`src/hdl/gpcs_ram.sv`:
```
// Generic single-port-write, single-port-read RAM with registered read.
// No dependencies.
`timescale 1ns / 1ps
`default_nettype none

module gpcs_ram #(
    parameter int WIDTH = 8,
    parameter int DEPTH = 16
) (
    input  wire logic                     clk,
    input  wire logic                     we,
    input  wire logic [$clog2(DEPTH)-1:0] waddr,
    input  wire logic [WIDTH-1:0]         wdata,
    input  wire logic                     re,
    input  wire logic [$clog2(DEPTH)-1:0] raddr,
    output logic      [WIDTH-1:0]         rdata
);

    logic [WIDTH-1:0] mem [DEPTH];

    always_ff @(posedge clk)
    begin
        if (we)
        begin
            mem[waddr] <= wdata;
        end
        if (re)
        begin
            rdata <= mem[raddr];
        end
    end

endmodule

`default_nettype wire

```
`config.mk`:
```
export PLATFORM = sky130hd
export DESIGN_NAME = gpcs_ram
export DESIGN_NICKNAME = d
export VERILOG_FILES = /design/src/hdl/gpcs_ram.sv
export SDC_FILE = /design/constraint.sdc
export NUM_CORES = 1
export LEC_CHECK = 0
export BUFFER_PORTS_ARGS = -buffer_cell sky130_fd_sc_hd__buf_2
export CORE_ASPECT_RATIO = 1.1
export CORE_MARGIN = 4
export CORE_UTILIZATION = 40
export DETAILED_ROUTE_END_ITERATION = 12
export PLACE_DENSITY = 0.58
export SYNTH_ARGS = -nofsm -noshare
export SYNTH_HDL_FRONTEND = slang
export SYNTH_SLANG_ARGS = --single-unit
```
`constraint.sdc`:
```
create_clock -name clk -period 4.98 [get_ports clk]
set_input_delay 0.249 -clock clk [delete_from_list [all_inputs] [get_ports clk]]
set_output_delay 0.249 -clock clk [all_outputs]
set_load 0.01 [all_outputs]
```
==> flow_summary.ini <==
[final_layout]
design.final.nets = 286
drive_gt1_share_pct = 25.82
stdcell_count = 432
layout.cell_area.non_filler_um2 = 5993
area_overhead_vs_synth_pct = 14.65
diodes = 0

[cts]
tritoncts.num_buffers = 17
cts.repair_timing.setup_buffer_count = 0
maximum_number_of_buffers_from_clock_root_to_sink = 2
clock_tree.root_cell = sky130_fd_sc_hd__clkbuf_16
worstSkewPairLatency_ns = 0.40
clk_pin_slew_ns = 0.05
cts_sinks = 136
h_tree_level_count = 4
clock_tree_from_tritoncts = done
hold_fix_buffer_count_after_cts = 0
postCtsResizedCells = 0

[timing]
report.final.setup_viol = 0
totalNegativeSetupSlack_ns = 0
setup_repair_after_global_routing_missed_its_margin = false
tightest_slew_ns = 0.9878
hold_viol = 0
period_needed_ns = 1.943
slew_viol_final = 0
finalCritPeriodShare_pct = 39.01
slew_headroom_pct = 33.90
finClkSkew_ns = 0.007062
achievable_frequency_ghz = 0.5148

[drt]
wire_per_inst_um = 23.70
drt-vias-per-instance = 5.604
detail_route.wirelength_um = 10240
drc = 0
final_antenna_net_count = 0
via_count = 2421
tritonroute_pass_1_iters = 4
dr.first_iter.drc_count = 219

[min_path]
hold_start = re
min-delay-path-class = input pin to flop
worstHoldPathCells = 1
worst_hold_path.endpoint = rdata[3]

[critical_path]
worst-endpoint-arrival_ns = 2.08
largest_driver_fanout_on_the_critical_path = 22
setup.worst_path.start = raddr[0]
criticalPathCategory = input pin to flop
endpoint_kind = flop
crit-reg2reg-capture = rdata[3]
ff2ff_setup_slack_ns = 3.45
worst_case_reg_to_reg_path_depth = 3
crit_path_max_incr_delay_ns = 0.60
data_required_time_of_the_critical_path_ns = 5.12
worst_path_max_delay_cell = sky130_fd_sc_hd__mux4_1
crit_path_cell_trace = buf_2 > buf_4 > mux4_1 > a22oi_1 > nand2_1
worstSetupStartpointType = input pin
rr_startpoint = mem[0][3]

[power]
power_report.internal_total_w = 0.001995
p_switching_w = 0.0004802
swShare_pct = 19.40
power.clock.fraction_pct = 42.9
power_density_nw_per_um2 = 413.0
seqPwrFrac_pct = 52.5
comb_power_share_pct = 4.6
total_leakage_power_nw = 1.971
worst_ir_drop_vdd_mv = 0.2133

[logic_synthesis]
edff_count_synth = 136
avgSynthCellArea_um2 = 22.83
asyncSetResetFlopFracSynth_pct = 0
synth.lib_cells_used.distinct = 18
ys_ff_latch = 136
yosysWarningCount = 0
synth_seq_area_share_pct = 78.12
synth_fp_nets = 248
synthesis.instances = 229
prevailing_post_synth_register_cell = sky130_fd_sc_hd__edfxtp_1
synth_cell_area_um2 = 5228

[global_route]
first_global_vias = 2543
global_route_wire_length_before_repair_um = 15790
overall_track_demand_over_capacity_in_global_routing_pct = 15.16
maximum_number_of_pins_on_one_net_before_global_route_repair = 33
globalRouteOverflowTotal = 0
antenna_found_initial = 0

[outcome]
status = completed

[placement]
io_port_bufs = 26
place_hpwl_um = 6508
dp.cells = 405
gp_congestion = 0.6861
dpl-instance-area_um2 = 5500

[floorplanning]
floorplan.initialDensity_pct = 41.17
floorplan.die.width_um = 117
die_area_um2 = 14960
design.portCount = 27
core_region_area_um2 = 12700
floorplan.die.height_um = 127.9
placement_rows = 43

[job]
maximum_capacitance_violations = 0
-- power groups by stage --
stage | Combinational, W | Clock, W | Sequential, W
after CTS | 0.000117 | 0.00108 | 0.00130
after detailed placement | 0.000117 | 0 | 0.00132
after floorplan | 0.0000651 | 0 | 0.00132
after global routing | 0.000126 | 0.00114 | 0.00130
final | 0.000115 | 0.00106 | 0.00130
after global placement | 0.000115 | 0 | 0.00132
-- through the flow --
| step | hold slack [ns] | total power [W] | utilization [%] | setup slack, ns |
|---|---|---|---|---|
| floorplan | 0.3479 | 0.001386 | - | 3.238 |
| global placement | 0.6375 | 0.001435 | 43.32 | 2.589 |
| detailed placement | 0.6390 | 0.001438 | 43.32 | 2.594 |
| CTS | 0.2093 | 0.002494 | 47.20 | 3.031 |
| global route | 0.2234 | 0.002562 | 47.20 | 2.871 |
| finish | 0.2350 | 0.002475 | 47.20 | 3.037 |
-- flip-flops by register name, indices dropped and copies added, names as in the netlist --
signal / count
rdata: 8
mem: 128
-- logic make-up after synthesis --
logic type | count (synthesis) | synth area share, %
AOI/OAI and AO/OA | 16 | 2.298
buffers and inverters | 10 | 1.651
DFF | 136 | 78.12
muxes | 32 | 14.79
and+or+nand+nor | 35 | 3.136
-- layout by cell type (no fill, tap or decap), types with 2 or more instances in the layout --
cell | netlist | final
sky130_fd_sc_hd__nand2_1 | 9 | 9
sky130_fd_sc_hd__buf_4 | 1 | 3
sky130_fd_sc_hd__mux4_2 | 18 | 18
sky130_fd_sc_hd__clkinv_2 | 0 | 3
sky130_fd_sc_hd__nand2b_1 | 2 | 2
sky130_fd_sc_hd__nor3_2 | 0 | 2
sky130_fd_sc_hd__edfxtp_1 | 136 | 136
sky130_fd_sc_hd__clkinv_1 | 0 | 5
sky130_fd_sc_hd__mux4_1 | 14 | 14
sky130_fd_sc_hd__nand3b_1 | 2 | 2
sky130_fd_sc_hd__nor3_1 | 4 | 2
sky130_fd_sc_hd__clkbuf_16 | 0 | 17
sky130_fd_sc_hd__buf_2 | 3 | 26
sky130_fd_sc_hd__a22oi_1 | 16 | 16
sky130_fd_sc_hd__nor2_1 | 13 | 13
-- worst max-delay path: cells and delay by family --
kind	cells	cell delay, ns
AND/OR/NAND/NOR	1	0.11
multiplexers	1	0.60
AO/OA/AOI/OAI	1	0.32
buffers and inverters	2	0.77
-- layout make-up --
cell class / instances / area [µm²]
clock inverter: 9 / 63.81
clock buffer: 18 / 429.2
timing repair buffer: 29 / 152.6
multi-input combinational: 83 / 1067
sequential: 136 / 4084
tap: 157 / 196.4
fill: 1043 / 6704
-- synthesized netlist by cell type (all sizes together), types with 2 or more instances --
| cell | instances | area share [%] |
|---|---|---|
| edfxtp | 136 | 78 |
| buf | 7 | 1.1 |
| mux4 | 32 | 15 |
| nand2 | 9 | 0.65 |
| clkdlybuf4s25 | 3 | 0.57 |
| nor3 | 4 | 0.38 |
| nand2b | 2 | 0.24 |
| nand3b | 2 | 0.29 |
| a22oi | 16 | 2.3 |
| nor2 | 13 | 0.93 |
-- worst max-delay path by stage --
stage	end	slack, ns	depth (start not counted)
after detailed placement	rdata[3]	2.59	5
after floorplan	mem[0][0]	3.24	2
after global placement	rdata[3]	2.59	5
final	rdata[3]	3.04	5
after CTS	rdata[3]	3.03	5
after global routing	rdata[3]	2.87	5
-- metal layers --
metal	share of wire [%]	vias to the layer above	wire (µm)	GRT usage, %
met3	8.9	2	914	4.438
met1	42	1248	4260	21.28
met4	0.41	0	42	5.668
met2	49	109	5019	22.56
met5	0	-	0	0
li1	-	1062	-	-
Note: power is estimated with default switching activity, not from simulation.
